**src/rtl/multichannel_sensor_smoother_core_macros.svh**
```systemverilog
// ----------------------------------------------------------------------------
// Assertion macros for the sensor smoother core
// Concurrent checks that can be compiled out with NO_ASSERTIONS.
// ----------------------------------------------------------------------------
`ifndef MULTICHANNEL_SENSOR_SMOOTHER_CORE_MACROS_SVH
`define MULTICHANNEL_SENSOR_SMOOTHER_CORE_MACROS_SVH

`ifndef NO_ASSERTIONS
// Consequent must hold in the same cycle as the antecedent.
`define MSS_ASSERT_IMP(lbl, clk, rst_n, ante, cons) \
    lbl: assert property (@(posedge clk) disable iff (!(rst_n)) (ante) |-> (cons)) \
        else $error("%m: same-cycle check failed");
// Consequent must hold in the cycle after the antecedent.
`define MSS_ASSERT_NEXT(lbl, clk, rst_n, ante, cons) \
    lbl: assert property (@(posedge clk) disable iff (!(rst_n)) (ante) |=> (cons)) \
        else $error("%m: next-cycle check failed");
`else
`define MSS_ASSERT_IMP(lbl, clk, rst_n, ante, cons)
`define MSS_ASSERT_NEXT(lbl, clk, rst_n, ante, cons)
`endif

`endif

```
**src/rtl/mss_pkg.sv**
```systemverilog
// ----------------------------------------------------------------------------
// Sensor smoother package
// Field widths, register codes, reset values and shared types.
// ----------------------------------------------------------------------------
package mss_pkg;

    localparam int SAMPLE_W   = 16;
    localparam int CHAN_W     = 2;
    localparam int GAIN_W     = 9;
    localparam int PCT_W      = 7;
    localparam int WRAP_W     = 8;
    localparam int ACC_W      = 32;
    localparam int FRAC_BITS  = 8;
    localparam int NUM_CH     = 3;
    localparam int CFG_IDX_W  = 3;
    localparam int CFG_DATA_W = 9;
    localparam int PCT_SCALE  = 100;
    localparam int PCT_SHIFT  = 10;

    localparam logic [CHAN_W-1:0] CH_LIGHT   = 2'd2;
    localparam logic [CHAN_W-1:0] CH_INVALID = 2'd3;
    localparam logic [PCT_W-1:0]  PCT_MAX    = 7'd100;

    localparam logic [GAIN_W-1:0] RST_SENSOR_GAIN   = 9'd160;
    localparam logic [GAIN_W-1:0] RST_LIGHT_GAIN    = 9'd4;
    localparam logic [PCT_W-1:0]  RST_LIGHT_OFFSET  = 7'd20;
    localparam logic [PCT_W-1:0]  RST_LED_ON_BELOW  = 7'd45;
    localparam logic [PCT_W-1:0]  RST_LED_OFF_ABOVE = 7'd55;
    localparam logic [WRAP_W-1:0] RST_REPORT_WRAP   = 8'd4;

    typedef enum logic [CFG_IDX_W-1:0] {
        CFG_SENSOR_GAIN   = 3'd0,
        CFG_LIGHT_GAIN    = 3'd1,
        CFG_LIGHT_OFFSET  = 3'd2,
        CFG_LED_ON_BELOW  = 3'd3,
        CFG_LED_OFF_ABOVE = 3'd4,
        CFG_REPORT_WRAP   = 3'd5
    } t_cfg_idx;

    typedef enum logic [2:0] {
        ST_IDLE,
        ST_EVAL,
        ST_FILT,
        ST_PCT,
        ST_PCT_WAIT,
        ST_DONE
    } t_state;

    typedef struct packed {
        logic [PCT_W-1:0]  light_offset;
        logic [PCT_W-1:0]  led_on_below;
        logic [PCT_W-1:0]  led_off_above;
        logic [WRAP_W-1:0] report_wrap;
    } t_batch_cfg;

    typedef struct packed {
        logic [PCT_W-1:0] light_pct;
        logic             led_on;
        logic             report_pulse;
    } t_batch_stat;

endpackage

```
**src/rtl/mss_if.sv**
```systemverilog
// ----------------------------------------------------------------------------
// Sensor smoother stream interfaces
// Valid/ready channels for samples in and filtered results out.
// ----------------------------------------------------------------------------
interface mss_in_if
    import mss_pkg::*;
();
    logic                valid;
    logic                ready;
    logic [CHAN_W-1:0]   chan;
    logic [SAMPLE_W-1:0] sample;
    logic                batch_last;

    modport source (output valid, output chan, output sample, output batch_last,
                    input ready);
    modport sink   (input valid, input chan, input sample, input batch_last,
                    output ready);
endinterface

interface mss_out_if
    import mss_pkg::*;
();
    logic                valid;
    logic                ready;
    logic [CHAN_W-1:0]   chan_out;
    logic [SAMPLE_W-1:0] smoothed;
    logic                batch_done;
    logic [PCT_W-1:0]    light_pct;
    logic                led_on;
    logic                report_pulse;

    modport source (output valid, output chan_out, output smoothed, output batch_done,
                    output light_pct, output led_on, output report_pulse,
                    input ready);
    modport sink   (input valid, input chan_out, input smoothed, input batch_done,
                    input light_pct, input led_on, input report_pulse,
                    output ready);
endinterface

```
**src/rtl/mss_serial_mul.sv**
```systemverilog
// ----------------------------------------------------------------------------
// Serial shift-add multiplier
// Takes one multiplier bit per cycle; the product is kept modulo 2^ACC_W.
// ----------------------------------------------------------------------------
module mss_serial_mul
    import mss_pkg::*;
(
    input  logic              i_clk,
    input  logic              i_rst_n,
    input  logic              i_start,
    input  logic [ACC_W-1:0]  i_mcand,
    input  logic [GAIN_W-1:0] i_mplier,
    output logic              o_busy,
    output logic [ACC_W-1:0]  o_prod
);

    logic [GAIN_W-1:0] r_mplier, n_mplier;
    logic [ACC_W-1:0]  r_mcand, n_mcand;
    logic [ACC_W-1:0]  r_prod, n_prod;

    always_comb begin
        n_mplier = r_mplier;
        n_mcand  = r_mcand;
        n_prod   = r_prod;
        if (i_start) begin
            n_mplier = i_mplier;
            n_mcand  = i_mcand;
            n_prod   = '0;
        end else if (r_mplier != '0) begin
            if (r_mplier[0]) begin
                n_prod = r_prod + r_mcand;
            end
            n_mcand  = {r_mcand[ACC_W-2:0], 1'b0};
            n_mplier = {1'b0, r_mplier[GAIN_W-1:1]};
        end
    end

    always_ff @(posedge i_clk) begin
        if (!i_rst_n) begin
            r_mplier <= '0;
        end else begin
            r_mplier <= n_mplier;
        end
    end

    always_ff @(posedge i_clk) begin
        r_mcand <= n_mcand;
        r_prod  <= n_prod;
    end

    // The run ends as soon as no set multiplier bit is left.
    assign o_busy = (r_mplier != '0);
    assign o_prod = r_prod;

endmodule

```
**src/rtl/mss_batch_ctl.sv**
```systemverilog
// ----------------------------------------------------------------------------
// Batch-end control
// Light percent with offset and clamp, LED hysteresis and report counter.
// ----------------------------------------------------------------------------
module mss_batch_ctl
    import mss_pkg::*;
#(
    parameter int Q_BITS = 12
) (
    input  logic              i_clk,
    input  logic              i_rst_n,
    input  logic              i_update,
    input  logic [Q_BITS-1:0] i_level,
    input  t_batch_cfg        i_cfg,
    output t_batch_stat       o_stat
);

    localparam int CW = ((Q_BITS > PCT_W) ? Q_BITS : PCT_W) + 1;

    logic [PCT_W-1:0]  r_pct, n_pct;
    logic              r_led, n_led;
    logic [WRAP_W-1:0] r_cnt, n_cnt;
    logic              r_pulse, n_pulse;
    logic [CW-1:0]     w_level;
    logic [CW-1:0]     w_offset;
    logic [CW-1:0]     w_diff;

    assign w_level  = CW'(i_level);
    assign w_offset = CW'(i_cfg.light_offset);
    assign w_diff   = w_level - w_offset;

    always_comb begin
        n_pct   = r_pct;
        n_led   = r_led;
        n_cnt   = r_cnt;
        n_pulse = r_pulse;
        if (i_update) begin
            if (w_level <= w_offset) begin
                n_pct = '0;
            end else if (w_diff > CW'(PCT_MAX)) begin
                n_pct = PCT_MAX;
            end else begin
                n_pct = w_diff[PCT_W-1:0];
            end
            // The turn-on test is checked first, so it wins on crossed thresholds.
            if (n_pct < i_cfg.led_on_below) begin
                n_led = 1'b1;
            end else if (n_pct > i_cfg.led_off_above) begin
                n_led = 1'b0;
            end
            if (r_cnt == i_cfg.report_wrap) begin
                n_pulse = 1'b1;
                n_cnt   = '0;
            end else begin
                n_pulse = 1'b0;
                n_cnt   = r_cnt + 1'b1;
            end
        end
    end

    always_ff @(posedge i_clk) begin
        if (!i_rst_n) begin
            r_pct   <= '0;
            r_led   <= 1'b0;
            r_cnt   <= '0;
            r_pulse <= 1'b0;
        end else begin
            r_pct   <= n_pct;
            r_led   <= n_led;
            r_cnt   <= n_cnt;
            r_pulse <= n_pulse;
        end
    end

    assign o_stat.light_pct    = r_pct;
    assign o_stat.led_on       = r_led;
    assign o_stat.report_pulse = r_pulse;

endmodule

```
**src/rtl/multichannel_sensor_smoother_core.sv**
```systemverilog
// ----------------------------------------------------------------------------
// Multichannel sensor smoother core
// Exponential moving average over three tagged channels with light percent,
// LED hysteresis and a periodic report pulse.
// ----------------------------------------------------------------------------
// One item is handled at a time. A channel's first sample and an invalid
// channel go from ST_EVAL straight to ST_DONE, where the output register
// loads, and the next item is taken once the core is back in ST_IDLE. A
// filter update passes ST_EVAL, then waits in ST_FILT on the gain multiply,
// which runs one gain bit per cycle in a shared shift-add multiplier up to
// the highest set bit of the channel's gain. The last item of a batch also
// passes ST_PCT and ST_PCT_WAIT, in which the same multiplier forms
// light * 100 over 7 bits. While a result waits in the output register the
// next item is taken; that item then holds its result until the register
// drains, and the input stays closed meanwhile.
`include "multichannel_sensor_smoother_core_macros.svh"

module multichannel_sensor_smoother_core
    import mss_pkg::*;
#(
    parameter int SAMPLE_BITS = 16
) (
    input  logic                  i_clk,
    input  logic                  i_rst_n,
    input  logic                  i_cfg_we,
    input  logic [CFG_IDX_W-1:0]  i_cfg_idx,
    input  logic [CFG_DATA_W-1:0] i_cfg_data,
    mss_in_if.sink                i_in,
    mss_out_if.source             o_out
);

    localparam int DIFF_W = ACC_W + 1;
    localparam int RND_W  = ACC_W - FRAC_BITS + 1;
    localparam int Q_BITS = SAMPLE_BITS - 4;
    localparam logic signed [RND_W-1:0] SAT_HI =
        (RND_W'(1) <<< (SAMPLE_BITS - 1)) - RND_W'(1);
    localparam logic signed [RND_W-1:0] SAT_LO = -SAT_HI - RND_W'(1);

    t_state r_state, n_state;

    logic [GAIN_W-1:0] r_sensor_gain, r_light_gain;
    t_batch_cfg        r_bcfg;

    logic [CHAN_W-1:0]      r_chan;
    logic [SAMPLE_BITS-1:0] r_s;
    logic                   r_last;
    logic [ACC_W-1:0]       r_acc [NUM_CH];
    logic [NUM_CH-1:0]      r_primed, n_primed;
    logic [SAMPLE_BITS-1:0] r_light, n_light;
    logic [SAMPLE_BITS-1:0] r_y, n_y;

    logic                r_out_valid, n_out_valid;
    logic [CHAN_W-1:0]   r_out_chan;
    logic [SAMPLE_W-1:0] r_out_y;
    logic                r_out_last;
    logic [PCT_W-1:0]    r_out_pct;
    logic                r_out_led;
    logic                r_out_pulse;

    logic                    w_accept;
    logic                    w_out_load;
    logic [ACC_W-1:0]        w_acc_sel;
    logic [DIFF_W-1:0]       w_diff;
    logic [ACC_W-1:0]        w_na;
    logic signed [RND_W-1:0] w_round;
    logic [SAMPLE_BITS-1:0]  w_y_sat;
    logic                    w_acc_we;
    logic [ACC_W-1:0]        w_acc_wdata;

    logic              w_mul_start;
    logic [ACC_W-1:0]  w_mul_mcand;
    logic [GAIN_W-1:0] w_mul_mplier;
    logic              w_mul_busy;
    logic [ACC_W-1:0]  w_mul_prod;

    logic        w_batch_update;
    t_batch_stat w_bstat;

    // ---------------- configuration ----------------
    always_ff @(posedge i_clk) begin
        if (!i_rst_n) begin
            r_sensor_gain        <= RST_SENSOR_GAIN;
            r_light_gain         <= RST_LIGHT_GAIN;
            r_bcfg.light_offset  <= RST_LIGHT_OFFSET;
            r_bcfg.led_on_below  <= RST_LED_ON_BELOW;
            r_bcfg.led_off_above <= RST_LED_OFF_ABOVE;
            r_bcfg.report_wrap   <= RST_REPORT_WRAP;
        end else if (i_cfg_we) begin
            unique case (t_cfg_idx'(i_cfg_idx))
                CFG_SENSOR_GAIN:   r_sensor_gain        <= i_cfg_data;
                CFG_LIGHT_GAIN:    r_light_gain         <= i_cfg_data;
                CFG_LIGHT_OFFSET:  r_bcfg.light_offset  <= i_cfg_data[PCT_W-1:0];
                CFG_LED_ON_BELOW:  r_bcfg.led_on_below  <= i_cfg_data[PCT_W-1:0];
                CFG_LED_OFF_ABOVE: r_bcfg.led_off_above <= i_cfg_data[PCT_W-1:0];
                CFG_REPORT_WRAP:   r_bcfg.report_wrap   <= i_cfg_data[WRAP_W-1:0];
                default: ;
            endcase
        end
    end

    // ---------------- filter datapath ----------------
    assign w_accept   = i_in.valid && i_in.ready;
    assign w_out_load = (r_state == ST_DONE) && (!r_out_valid || o_out.ready);

    assign w_acc_sel = (r_chan == CH_INVALID) ? '0 : r_acc[r_chan];

    // floor((s * 256 - acc) / 256) is the arithmetic shift of the difference.
    assign w_diff = DIFF_W'($signed({r_s, {FRAC_BITS{1'b0}}})) - DIFF_W'($signed(w_acc_sel));
    assign w_na   = w_acc_sel + w_mul_prod;

    // Floor of the new accumulator over 256, rounded up by fraction bit 7.
    assign w_round = $signed({w_na[ACC_W-1], w_na[ACC_W-1:FRAC_BITS]})
                   + $signed({{(RND_W-1){1'b0}}, w_na[FRAC_BITS-1]});

    always_comb begin
        if (w_round > SAT_HI) begin
            w_y_sat = SAT_HI[SAMPLE_BITS-1:0];
        end else if (w_round < SAT_LO) begin
            w_y_sat = SAT_LO[SAMPLE_BITS-1:0];
        end else begin
            w_y_sat = w_round[SAMPLE_BITS-1:0];
        end
    end

    // ---------------- sequencer ----------------
    always_comb begin
        n_state        = r_state;
        n_primed       = r_primed;
        n_light        = r_light;
        n_y            = r_y;
        w_acc_we       = 1'b0;
        w_acc_wdata    = w_na;
        w_mul_start    = 1'b0;
        w_mul_mcand    = ACC_W'($signed(w_diff[DIFF_W-1:FRAC_BITS]));
        w_mul_mplier   = (r_chan == CH_LIGHT) ? r_light_gain : r_sensor_gain;
        w_batch_update = 1'b0;
        unique case (r_state)
            ST_IDLE: begin
                if (w_accept) begin
                    n_state = ST_EVAL;
                end
            end
            ST_EVAL: begin
                if (r_chan == CH_INVALID) begin
                    n_y     = '0;
                    n_state = r_last ? ST_PCT : ST_DONE;
                end else if (!r_primed[r_chan]) begin
                    // First sample of a channel loads the accumulator directly.
                    w_acc_we    = 1'b1;
                    w_acc_wdata = ACC_W'($signed({r_s, {FRAC_BITS{1'b0}}}));
                    n_primed[r_chan] = 1'b1;
                    n_y = r_s;
                    if (r_chan == CH_LIGHT) begin
                        n_light = r_s;
                    end
                    n_state = r_last ? ST_PCT : ST_DONE;
                end else begin
                    w_mul_start = 1'b1;
                    n_state     = ST_FILT;
                end
            end
            ST_FILT: begin
                if (!w_mul_busy) begin
                    w_acc_we = 1'b1;
                    n_y      = w_y_sat;
                    if (r_chan == CH_LIGHT) begin
                        n_light = w_y_sat;
                    end
                    n_state = r_last ? ST_PCT : ST_DONE;
                end
            end
            ST_PCT: begin
                // A negative light value counts as zero.
                w_mul_start  = 1'b1;
                w_mul_mcand  = r_light[SAMPLE_BITS-1] ? '0
                                                      : ACC_W'(r_light[SAMPLE_BITS-2:0]);
                w_mul_mplier = GAIN_W'(PCT_SCALE);
                n_state      = ST_PCT_WAIT;
            end
            ST_PCT_WAIT: begin
                if (!w_mul_busy) begin
                    w_batch_update = 1'b1;
                    n_state        = ST_DONE;
                end
            end
            ST_DONE: begin
                if (w_out_load) begin
                    n_state = ST_IDLE;
                end
            end
            default: n_state = ST_IDLE;
        endcase
    end

    always_comb begin
        n_out_valid = r_out_valid && !o_out.ready;
        if (w_out_load) begin
            n_out_valid = 1'b1;
        end
    end

    always_ff @(posedge i_clk) begin
        if (!i_rst_n) begin
            r_state     <= ST_IDLE;
            r_primed    <= '0;
            r_light     <= '0;
            r_out_valid <= 1'b0;
        end else begin
            r_state     <= n_state;
            r_primed    <= n_primed;
            r_light     <= n_light;
            r_out_valid <= n_out_valid;
        end
    end

    always_ff @(posedge i_clk) begin
        if (!i_rst_n) begin
            for (int i = 0; i < NUM_CH; i++) begin
                r_acc[i] <= '0;
            end
        end else if (w_acc_we) begin
            r_acc[r_chan] <= w_acc_wdata;
        end
    end

    always_ff @(posedge i_clk) begin
        if (w_accept) begin
            r_chan <= i_in.chan;
            r_s    <= i_in.sample[SAMPLE_BITS-1:0];
            r_last <= i_in.batch_last;
        end
        r_y <= n_y;
        if (w_out_load) begin
            r_out_chan  <= r_chan;
            r_out_y     <= SAMPLE_W'($signed(r_y));
            r_out_last  <= r_last;
            r_out_pct   <= w_bstat.light_pct;
            r_out_led   <= w_bstat.led_on;
            r_out_pulse <= r_last && w_bstat.report_pulse;
        end
    end

    // ---------------- submodules ----------------
    mss_serial_mul u_mul (
        .i_clk    (i_clk),
        .i_rst_n  (i_rst_n),
        .i_start  (w_mul_start),
        .i_mcand  (w_mul_mcand),
        .i_mplier (w_mul_mplier),
        .o_busy   (w_mul_busy),
        .o_prod   (w_mul_prod)
    );

    mss_batch_ctl #(
        .Q_BITS (Q_BITS)
    ) u_batch (
        .i_clk    (i_clk),
        .i_rst_n  (i_rst_n),
        .i_update (w_batch_update),
        .i_level  (w_mul_prod[PCT_SHIFT +: Q_BITS]),
        .i_cfg    (r_bcfg),
        .o_stat   (w_bstat)
    );

    // ---------------- ports ----------------
    assign i_in.ready          = (r_state == ST_IDLE);
    assign o_out.valid         = r_out_valid;
    assign o_out.chan_out      = r_out_chan;
    assign o_out.smoothed      = r_out_y;
    assign o_out.batch_done    = r_out_last;
    assign o_out.light_pct     = r_out_pct;
    assign o_out.led_on        = r_out_led;
    assign o_out.report_pulse  = r_out_pulse;

    // ---------------- assertions ----------------
    `MSS_ASSERT_NEXT(a_accept_eval, i_clk, i_rst_n, w_accept, r_state == ST_EVAL)
    `MSS_ASSERT_IMP(a_mul_free, i_clk, i_rst_n, w_mul_start, !w_mul_busy)
    `MSS_ASSERT_IMP(a_pulse_batch, i_clk, i_rst_n, o_out.valid && o_out.report_pulse, o_out.batch_done)
    `MSS_ASSERT_IMP(a_invalid_zero, i_clk, i_rst_n, o_out.valid && (o_out.chan_out == CH_INVALID), o_out.smoothed == '0)

endmodule

```
**src/flat_wrapper.sv**
```systemverilog
// flat-port wrapper written by rule: the top's interface ports become plain ports
module multichannel_sensor_smoother_core_flat import mss_pkg::*;
#(
    parameter int SAMPLE_BITS = 16
)
  (i_clk, i_rst_n, i_cfg_we, i_cfg_idx, i_cfg_data, i_in_valid, i_in_chan, i_in_sample, i_in_batch_last, i_in_ready, o_out_valid, o_out_chan_out, o_out_smoothed, o_out_batch_done, o_out_light_pct, o_out_led_on, o_out_report_pulse, o_out_ready);
  mss_in_if i_in_i ();
  mss_out_if o_out_i ();
  input  logic i_clk;
  input  logic i_rst_n;
  input  logic i_cfg_we;
  input  logic [CFG_IDX_W-1:0] i_cfg_idx;
  input  logic [CFG_DATA_W-1:0] i_cfg_data;
  input wire logic [$bits(i_in_i.valid)-1:0] i_in_valid;
  input wire logic [$bits(i_in_i.chan)-1:0] i_in_chan;
  input wire logic [$bits(i_in_i.sample)-1:0] i_in_sample;
  input wire logic [$bits(i_in_i.batch_last)-1:0] i_in_batch_last;
  output wire logic [$bits(i_in_i.ready)-1:0] i_in_ready;
  output wire logic [$bits(o_out_i.valid)-1:0] o_out_valid;
  output wire logic [$bits(o_out_i.chan_out)-1:0] o_out_chan_out;
  output wire logic [$bits(o_out_i.smoothed)-1:0] o_out_smoothed;
  output wire logic [$bits(o_out_i.batch_done)-1:0] o_out_batch_done;
  output wire logic [$bits(o_out_i.light_pct)-1:0] o_out_light_pct;
  output wire logic [$bits(o_out_i.led_on)-1:0] o_out_led_on;
  output wire logic [$bits(o_out_i.report_pulse)-1:0] o_out_report_pulse;
  input wire logic [$bits(o_out_i.ready)-1:0] o_out_ready;
  assign i_in_i.valid = i_in_valid;
  assign i_in_i.chan = i_in_chan;
  assign i_in_i.sample = i_in_sample;
  assign i_in_i.batch_last = i_in_batch_last;
  assign i_in_ready = i_in_i.ready;
  assign o_out_valid = o_out_i.valid;
  assign o_out_chan_out = o_out_i.chan_out;
  assign o_out_smoothed = o_out_i.smoothed;
  assign o_out_batch_done = o_out_i.batch_done;
  assign o_out_light_pct = o_out_i.light_pct;
  assign o_out_led_on = o_out_i.led_on;
  assign o_out_report_pulse = o_out_i.report_pulse;
  assign o_out_i.ready = o_out_ready;
  multichannel_sensor_smoother_core #(.SAMPLE_BITS(SAMPLE_BITS)) u_core (.i_clk(i_clk), .i_rst_n(i_rst_n), .i_cfg_we(i_cfg_we), .i_cfg_idx(i_cfg_idx), .i_cfg_data(i_cfg_data), .i_in(i_in_i), .o_out(o_out_i));
endmodule
```
**config.mk**
```make
export PLATFORM = sky130hd
export DESIGN_NAME = multichannel_sensor_smoother_core_flat
export DESIGN_NICKNAME = d
export VERILOG_FILES = /design/src/rtl/mss_pkg.sv /design/src/rtl/mss_if.sv /design/src/rtl/mss_serial_mul.sv /design/src/rtl/mss_batch_ctl.sv /design/src/rtl/multichannel_sensor_smoother_core.sv /design/src/flat_wrapper.sv
export VERILOG_INCLUDE_DIRS = /design/src /design/src/rtl
export SDC_FILE = /design/constraint.sdc
export NUM_CORES = 1
export LEC_CHECK = 0
export BUFFER_PORTS_ARGS = -buffer_cell sky130_fd_sc_hd__clkbuf_2
export CAP_MARGIN = 20
export CORE_MARGIN = 3
export CORE_UTILIZATION = 26
export DETAILED_ROUTE_END_ITERATION = 6
export SETUP_SLACK_MARGIN = 0.15
export SKIP_CTS_REPAIR_TIMING = 1
export SLEW_MARGIN = 15
export SYNTH_ARGS = -nofsm -noshare
export SYNTH_HDL_FRONTEND = slang
export SYNTH_SLANG_ARGS = --single-unit
```
**constraint.sdc**
```tcl
create_clock -name i_clk -period 6.3 [get_ports i_clk]
set_input_delay 1.26 -clock i_clk [delete_from_list [all_inputs] [get_ports i_clk]]
set_output_delay 1.26 -clock i_clk [all_outputs]
set_load 0.01 [all_outputs]
```
After elaboration in Yosys (flattened, before gate mapping)

Memories as Yosys holds them, arrays and structs flattened. A register that Yosys moved wholly into a read port is not among the register bits.
Index checks and enable logic that the tools add are counted.

Equality and inequality tests: 22
$add $sub $neg: 6
Order comparisons: 8
Bitwise logic cells: 3
Reductions and logical operators: 27
Muxes and demuxes: 60

Operators by type and width:

| operator                                                                        | count |
|---|---|
| 32-bit 2-to-1 mux                                                               | 8 |
| 16-bit 2-to-1 mux                                                               | 10 |
| 32-bit adder                                                                    | 2 |
| 16-bit case mux with 2 select lines                                             | 2 |
| 9-bit 2-to-1 mux                                                                | 4 |
| 24-bit by 32-bit subtractor with 33-bit output                                  | 1 |
| 32-bit OR reduction                                                             | 1 |
| 24-bit by 2-bit adder with 25-bit output                                        | 1 |
| 25-bit by 16-bit > comparator with 1-bit output (second input constant)         | 1 |
| 25-bit by 16-bit less-than comparator with 1-bit output (second input constant) | 1 |
| 3-bit 2-to-1 mux                                                                | 7 |
| 7-bit 2-to-1 mux                                                                | 3 |
| 3-bit case mux with 6 select lines                                              | 1 |
| 1-bit 2-to-1 mux                                                                | 17 |
| 2-bit AND reduction                                                             | 8 |
| 15-bit 2-to-1 mux                                                               | 1 |
| 13-bit by 7-bit > comparator with 1-bit output (second input constant)          | 1 |
| 12-bit by 7-bit subtractor with 13-bit output                                   | 1 |
| 3-bit by 2-bit == test with 1-bit output (second input constant)                | 4 |
| 3-bit == test (second input constant)                                           | 4 |
| 12-bit by 7-bit less-or-equal comparator with 1-bit output                      | 1 |
| 2-bit != test (second input constant)                                           | 5 |
| 9-bit nonzero test                                                              | 1 |
| 8-bit by 1-bit adder with 8-bit output (second input constant)                  | 1 |
| 24 further kinds                                                                | 40 |

Memories: 1
Bits in writable memories: 96
Input bits: 36
Word-level logic and storage cells: 154
Bits in registers: 223
Output and inout bits: 30

Memories:

| memory       | words | width | rd ports | clocked after memory_dff | wr ports | RTL line                                | source |
|---|---|---|---|---|---|---|---|
| u_core.r_acc | 3     | 32    | 1        | 1                        | 3        | multichannel_sensor_smoother_core.sv:47 | `logic [ACC_W-1:0] r_acc [NUM_CH];` |

Longest topological paths before layout

Word-level depth: 10
Gate-level depth with buffers: 24
Mapped depth without buffers: 24

Hierarchy

A second synthesis with hierarchy kept.

Cell total of the unflattened synthesis: 2247
Area, all modules: 21607.0 um^2

By module, submodules not included:

| module                            | area each (um^2) | instances | cells each |
|---|---|---|---|
| multichannel_sensor_smoother_core | 15314.7          | 1         | 1574 |
| mss_serial_mul                    | 4549.4           | 1         | 459 |
| mss_batch_ctl                     | 1742.9           | 1         | 214 |

Least setup slack after synthesis

No wires, ideal clock.

Path kind: register to register
From: reg with a tool-made name
To: reg u_core.r_y[0] (data pin)
Period minus slack after synthesis: 5.765 ns
Cell stages (with the launch flop): 24
Library setup time: 0.275 ns
Data arrival time: 5.490 ns
Data required time: 6.025 ns
Slack: 0.535 ns
Cells stage by stage: dfxtp_1 buf_2 buf_1 clkbuf_1 mux2i_1 nand2_1 o21ai_0 or2_2 inv_1 ha_1 buf_2 a21oi_1 o211ai_1 a211oi_1 a22o_1 mux2i_1 or4b_4 or4_4 nor4_1 mux2_2 o22ai_1 a41oi_2 nor2_1 a21oi_1

RTL lines:

| element              | RTL line                                 | source |
|---|---|---|
| end signal, assigned | multichannel_sensor_smoother_core.sv:232 | `r_y <= n_y;` |
| end, declared        | multichannel_sensor_smoother_core.sv:50  | `logic [SAMPLE_BITS-1:0] r_y, n_y;` |

==> results <==
- The floorplan has 101 rows.
- The total routed wirelength is between 50 and 60 mm.
- The buffer levels on the longest clock path is 3.
- The arrival time of the worst setup path is roughly 6.2 ns.
- VDD sags by at most 0.2105 mV.
- For hold timing, the worst endpoint is u_core.o_out.light_pct[2]$_DFFE_PP_.
- For this block, the initial DRC count from the detailed router was roughly 1000.
- At the pin with the least slew margin, the transition time is between 1 and 1.5 ns.
- The initial core utilization is 0.2647.
- The first TritonRoute pass finished after 5 iterations.
- The area growth from synthesis to layout is 15.83%.
- The share of total power dissipated in the clock network is 0.211.
- Entering global routing, the biggest net connects 76 pins.
- The register-to-register setup slack is between 0.3 and 0.4 ns.
- The clock arrives with about 0.026 ns of skew.
- Of all nets on the critical path, the largest fanout is 16.
- The register share of total power is 0.310.
- Global routing finished with a remaining overflow of 0.
- The number of nets handed over by synthesis was 2287.
- The cell with the most instances on the worst path is sky130_fd_sc_hd__o21ai_0.
- In this run the most critical hold path is launched from u_core.u_batch.r_pct[2]$_SDFFE_PN0P_.
- Clock-pin slew was measured on the worst setup and hold paths at about 0.060 ns.
- Among all flip-flop cells after synthesis, the most frequent one is sky130_fd_sc_hd__edfxtp_1.
- In this run the mean area of a mapped cell was roughly 9.5 um^2.
- The count of nets left with antenna violations once routing finished came out at 0.
- Timing would allow up to 169.2 MHz.
- The count of final max-slew check failures is 0.
- The number of hold violations in the final report is 0.
- STA classifies the critical path endpoint as a register.
- The DRC violation count after routing is 0.
- The number of antenna diodes in the final layout is 0.
- The worst pin sits at a relative slew slack of 0.2989.
- Measured along the x axis, the die boundary spans 285.4 um.
- Along the worst hold path, the cell count comes to 0.
- The die covers 81480 um^2.
- The number of buffers and inverters on the critical path is 4.
- The number of antenna violations at the first check in global routing came to 0.
- The reported max-cap violation count is 0.
- The worst slack on hold paths is about 0.43 ns.
- The final weighted congestion of routability-driven global placement is roughly 0.96.
- In this run the number of cells on the critical path is 21.
- Synthesis produced approximately 2100 cells.
- The switching share of power is 0.4236.
- The top-level port count is 66.
- STA classifies the critical path startpoint as a register.
- The class of the tightest hold or removal check is reg2reg.
- The fraction of layout cells with a size suffix above 1 is 0.1306.
- The analysis attributes to net switching a power of between 4 and 5 mW.
- After detailed routing, the average wire length per cell comes to ~17 um.
- The family with the most delay on the worst path is compound AO/OA/AOI/OAI gates.
- In this run, distinct cell masters in the synthesized netlist total 86.
- In the final timing run, aggregate negative setup slack is 0 ns.
- The shortest period the worst path allows is between 5 and 6 ns.
- Counting flops and latches in the post-synthesis netlist gives approximately 350.
- At the worst endpoint, the required time is between 6 and 7 ns.
- The net count of the finished layout is ~2400.
- The post-route clock period utilization is 0.9382.
- The post-synthesis instance area is approximately 20000 um^2.
- The detailed router placed around 16000 vias in this run.
- In this design, the stage delay of the slowest critical-path cell is ~0.64 ns.
- For the worst flop-to-flop path, the logic depth is 21.
- The flow ran to the end, and the final reports show no timing, DRC or antenna violations.
- The worst register-to-register path ends at u_core.r_y[8]$_DFFE_PP_.
- The fraction of the yosys area taken by sequential cells is 0.4580.
- Walking the worst path, the cells encountered are buf_12, mux2_2, o21ai_0, or2_2, inv_1, ha_1, nand2_1, o21ai_0, a2bb2oi_1, o21ai_0, xnor2_1, nand3_1, or4_4, nor4_1, mux2_2, o22ai_1, a41oi_4, buf_4, nor2_1, buf_4, a21oi_1.
- The via count of the first global-routing pass came to about 15000.
- The cell chosen for the clock root is sky130_fd_sc_hd__clkbuf_16.
- The number of input and output port buffers inserted is 65.
- Cell internal power was estimated by the tool at about 6.6 mW.
- The analysis attributes to cell leakage a power of roughly 9.6 nW.
- The first global-routing pass estimated between 80 and 90 mm of wire.
- The worst setup path is of the reg2reg kind.
- The logic gate share of total power is 0.480.
- The count of flip-flops with a built-in enable after synthesis is approximately 220.
- The via density per instance is a little under 5.
- The latest clock arrival within the worst-skew pair is between 0.5 and 0.6 ns.
- The total of warnings raised by yosys is 0.
- The global-route total usage across every layer is 0.1360.
- The CTS H-tree depth is 2.
- Clock tree synthesis inserted a total of 39 buffers.
- The sink count of the clock tree is 353.
- Power spread over the standard cell area amounts to 487.3 nW/um^2.
- The core footprint is 76710 um^2.
- Setup violations remaining at the end of the flow were counted as 0.
- In the synthesized netlist the async set-or-reset flop fraction comes to 0.
- The largest individual stage delay along the critical path comes from the cell sky130_fd_sc_hd__or4_4.
- Summed over all nets, the half-perimeter wirelength after detailed placement is 41.98 mm.
- The height of the chip is 285.4 um.
- TritonCTS built the clock tree.
- Setup repair after global routing left no endpoint under its margin.
## power groups by stage
stage / clock [mW] / combinational, mW / sequential, mW
final: 2.42 / 5.50 / 3.55
after global routing: 2.57 / 6.06 / 3.59
after CTS: 2.47 / 5.40 / 3.54
after detailed placement: 0 / 5.37 / 3.58
after global placement: 0 / 5.35 / 3.58
after floorplan: 0 / 3.82 / 3.36
## routing by layer
metal	global-route usage	up-vias	share of wire
li1	-	7837	-
met1	0.2014	7595	0.49
met2	0.2056	397	0.43
met3	0.02303	73	0.059
met4	0.03199	0	0.020
met5	0	-	0
## per-stage QoR
step	std cells	utilization	area, um^2	setup slack (ns)	total power [mW]
floorplan	2139	-	20300	0.5348	7.174
global placement	3204	0.2877	22060	0.1817	8.935
CTS	3276	0.3055	23440	0.1710	11.41
finish	3281	0.3066	23520	0.3895	11.46
global route	3281	0.3066	23520	0.1580	12.22
detailed placement	3204	0.2877	22060	0.1812	8.955
## cell usage in the layout (no fill, tap or decap), drive strengths merged, types with 17 or more instances in the layout
cell type    n
a211oi      19
a21boi      40
a21o        45
a21oi      171
and2        30
buf         66
clkbuf     118
dfxtp      130
edfxtp     223
ha         109
inv        117
mux2        27
mux2i       64
nand2      260
nand2b      21
nand3       54
nand4       25
nor2       215
nor2b       29
nor3        27
o211ai      24
o21ai      123
or2         30
or3         17
xnor2       62
xor2        36
## kinds of logic after synthesis
family,after synthesis,share of synthesized area
multiplexers,100,0.05651
adder cells (fa/ha/maj),112,0.07013
buffers and inverters,203,0.03870
XOR/XNOR,98,0.04228
AO/OA/AOI/OAI,512,0.1583
flip-flops,353,0.4580
AND/OR/NAND/NOR,761,0.1761
## area by class of cell
| type | count | area [um^2] |
|---|---|---|
| Fill cell | 8010 | 53190 |
| Clock inverter | 18 | 207.7 |
| Timing Repair Buffer | 130 | 855.8 |
| Inverter | 113 | 424.2 |
| Clock buffer | 54 | 1165 |
| Tap cell | 1030 | 1289 |
| Sequential cell | 353 | 9304 |
| Multi-Input combinational cell | 1583 | 10270 |
## registers in the layout, indices dropped and copies added, names as in the netlist, 2 cells and up, named ones only
signal / count
u_core.r_primed: 3
u_core.u_mul.o_prod: 32
u_core.r_s: 16
u_core.r_light_gain: 9
u_core.o_out.smoothed: 16
u_core.r_state: 3
u_core.r_light: 16
u_core.r_bcfg: 29
u_core.u_batch.r_pct: 7
u_core.r_y: 16
u_core.o_out.chan_out: 2
u_core.r_sensor_gain: 9
u_core.r_chan: 2
u_core.u_mul.r_mplier: 9
u_core.u_mul.r_mcand: 32
u_core.r_acc: 128
u_core.o_out.light_pct: 7
u_core.u_batch.r_cnt: 8
## Yosys cell counts, types with 4 or more instances
master | number | area, um^2
sky130_fd_sc_hd__o22ai_1 | 5 | 31.28
sky130_fd_sc_hd__nor2b_1 | 29 | 181.4
sky130_fd_sc_hd__o21ai_1 | 5 | 25.02
sky130_fd_sc_hd__and2_1 | 28 | 175.2
sky130_fd_sc_hd__nor3b_1 | 6 | 45.04
sky130_fd_sc_hd__and3_1 | 10 | 62.56
sky130_fd_sc_hd__clkbuf_1 | 74 | 277.8
sky130_fd_sc_hd__nand2b_1 | 21 | 131.4
sky130_fd_sc_hd__or2_2 | 30 | 187.7
sky130_fd_sc_hd__or3_1 | 16 | 100.1
sky130_fd_sc_hd__ha_1 | 109 | 1364
sky130_fd_sc_hd__nand3b_1 | 10 | 75.07
sky130_fd_sc_hd__inv_1 | 112 | 420.4
sky130_fd_sc_hd__o21a_1 | 15 | 112.6
sky130_fd_sc_hd__nor4_1 | 11 | 68.82
sky130_fd_sc_hd__a21oi_1 | 169 | 845.8
sky130_fd_sc_hd__edfxtp_1 | 223 | 6696
sky130_fd_sc_hd__a21o_1 | 45 | 337.8
sky130_fd_sc_hd__buf_1 | 9 | 33.78
sky130_fd_sc_hd__mux4_2 | 9 | 202.7
sky130_fd_sc_hd__o221ai_1 | 5 | 43.79
sky130_fd_sc_hd__xor2_1 | 36 | 315.3
sky130_fd_sc_hd__nor2_1 | 214 | 803.3
sky130_fd_sc_hd__nand3_1 | 53 | 265.3
sky130_fd_sc_hd__mux2_2 | 27 | 304.0
sky130_fd_sc_hd__a31oi_1 | 15 | 93.84
sky130_fd_sc_hd__xnor2_1 | 62 | 543.0
sky130_fd_sc_hd__mux2i_1 | 64 | 640.6
sky130_fd_sc_hd__a21boi_0 | 40 | 300.3
sky130_fd_sc_hd__o21bai_1 | 6 | 45.04
sky130_fd_sc_hd__nor3_1 | 27 | 135.1
sky130_fd_sc_hd__a211oi_1 | 17 | 127.6
sky130_fd_sc_hd__o31ai_1 | 5 | 37.54
sky130_fd_sc_hd__dfxtp_1 | 130 | 2603
sky130_fd_sc_hd__buf_2 | 4 | 20.02
sky130_fd_sc_hd__nand4_1 | 25 | 156.4
sky130_fd_sc_hd__o311ai_0 | 5 | 43.79
sky130_fd_sc_hd__o211ai_1 | 24 | 180.2
sky130_fd_sc_hd__nand2_1 | 260 | 975.9
sky130_fd_sc_hd__o21ai_0 | 117 | 585.6
## how the worst max path moves through the flow
stage	from	end	slack, ns
floorplan	register	u_core.r_y[0]$_DFFE_PP_	0.53
global placement	register	u_core.r_y[12]$_DFFE_PP_	0.18
detailed placement	register	u_core.r_y[6]$_DFFE_PP_	0.18
CTS	register	u_core.r_y[6]$_DFFE_PP_	0.17
global route	register	u_core.r_y[14]$_DFFE_PP_	0.16
finish	register	u_core.r_y[8]$_DFFE_PP_	0.39
Power figures use the tool's default switching activity.
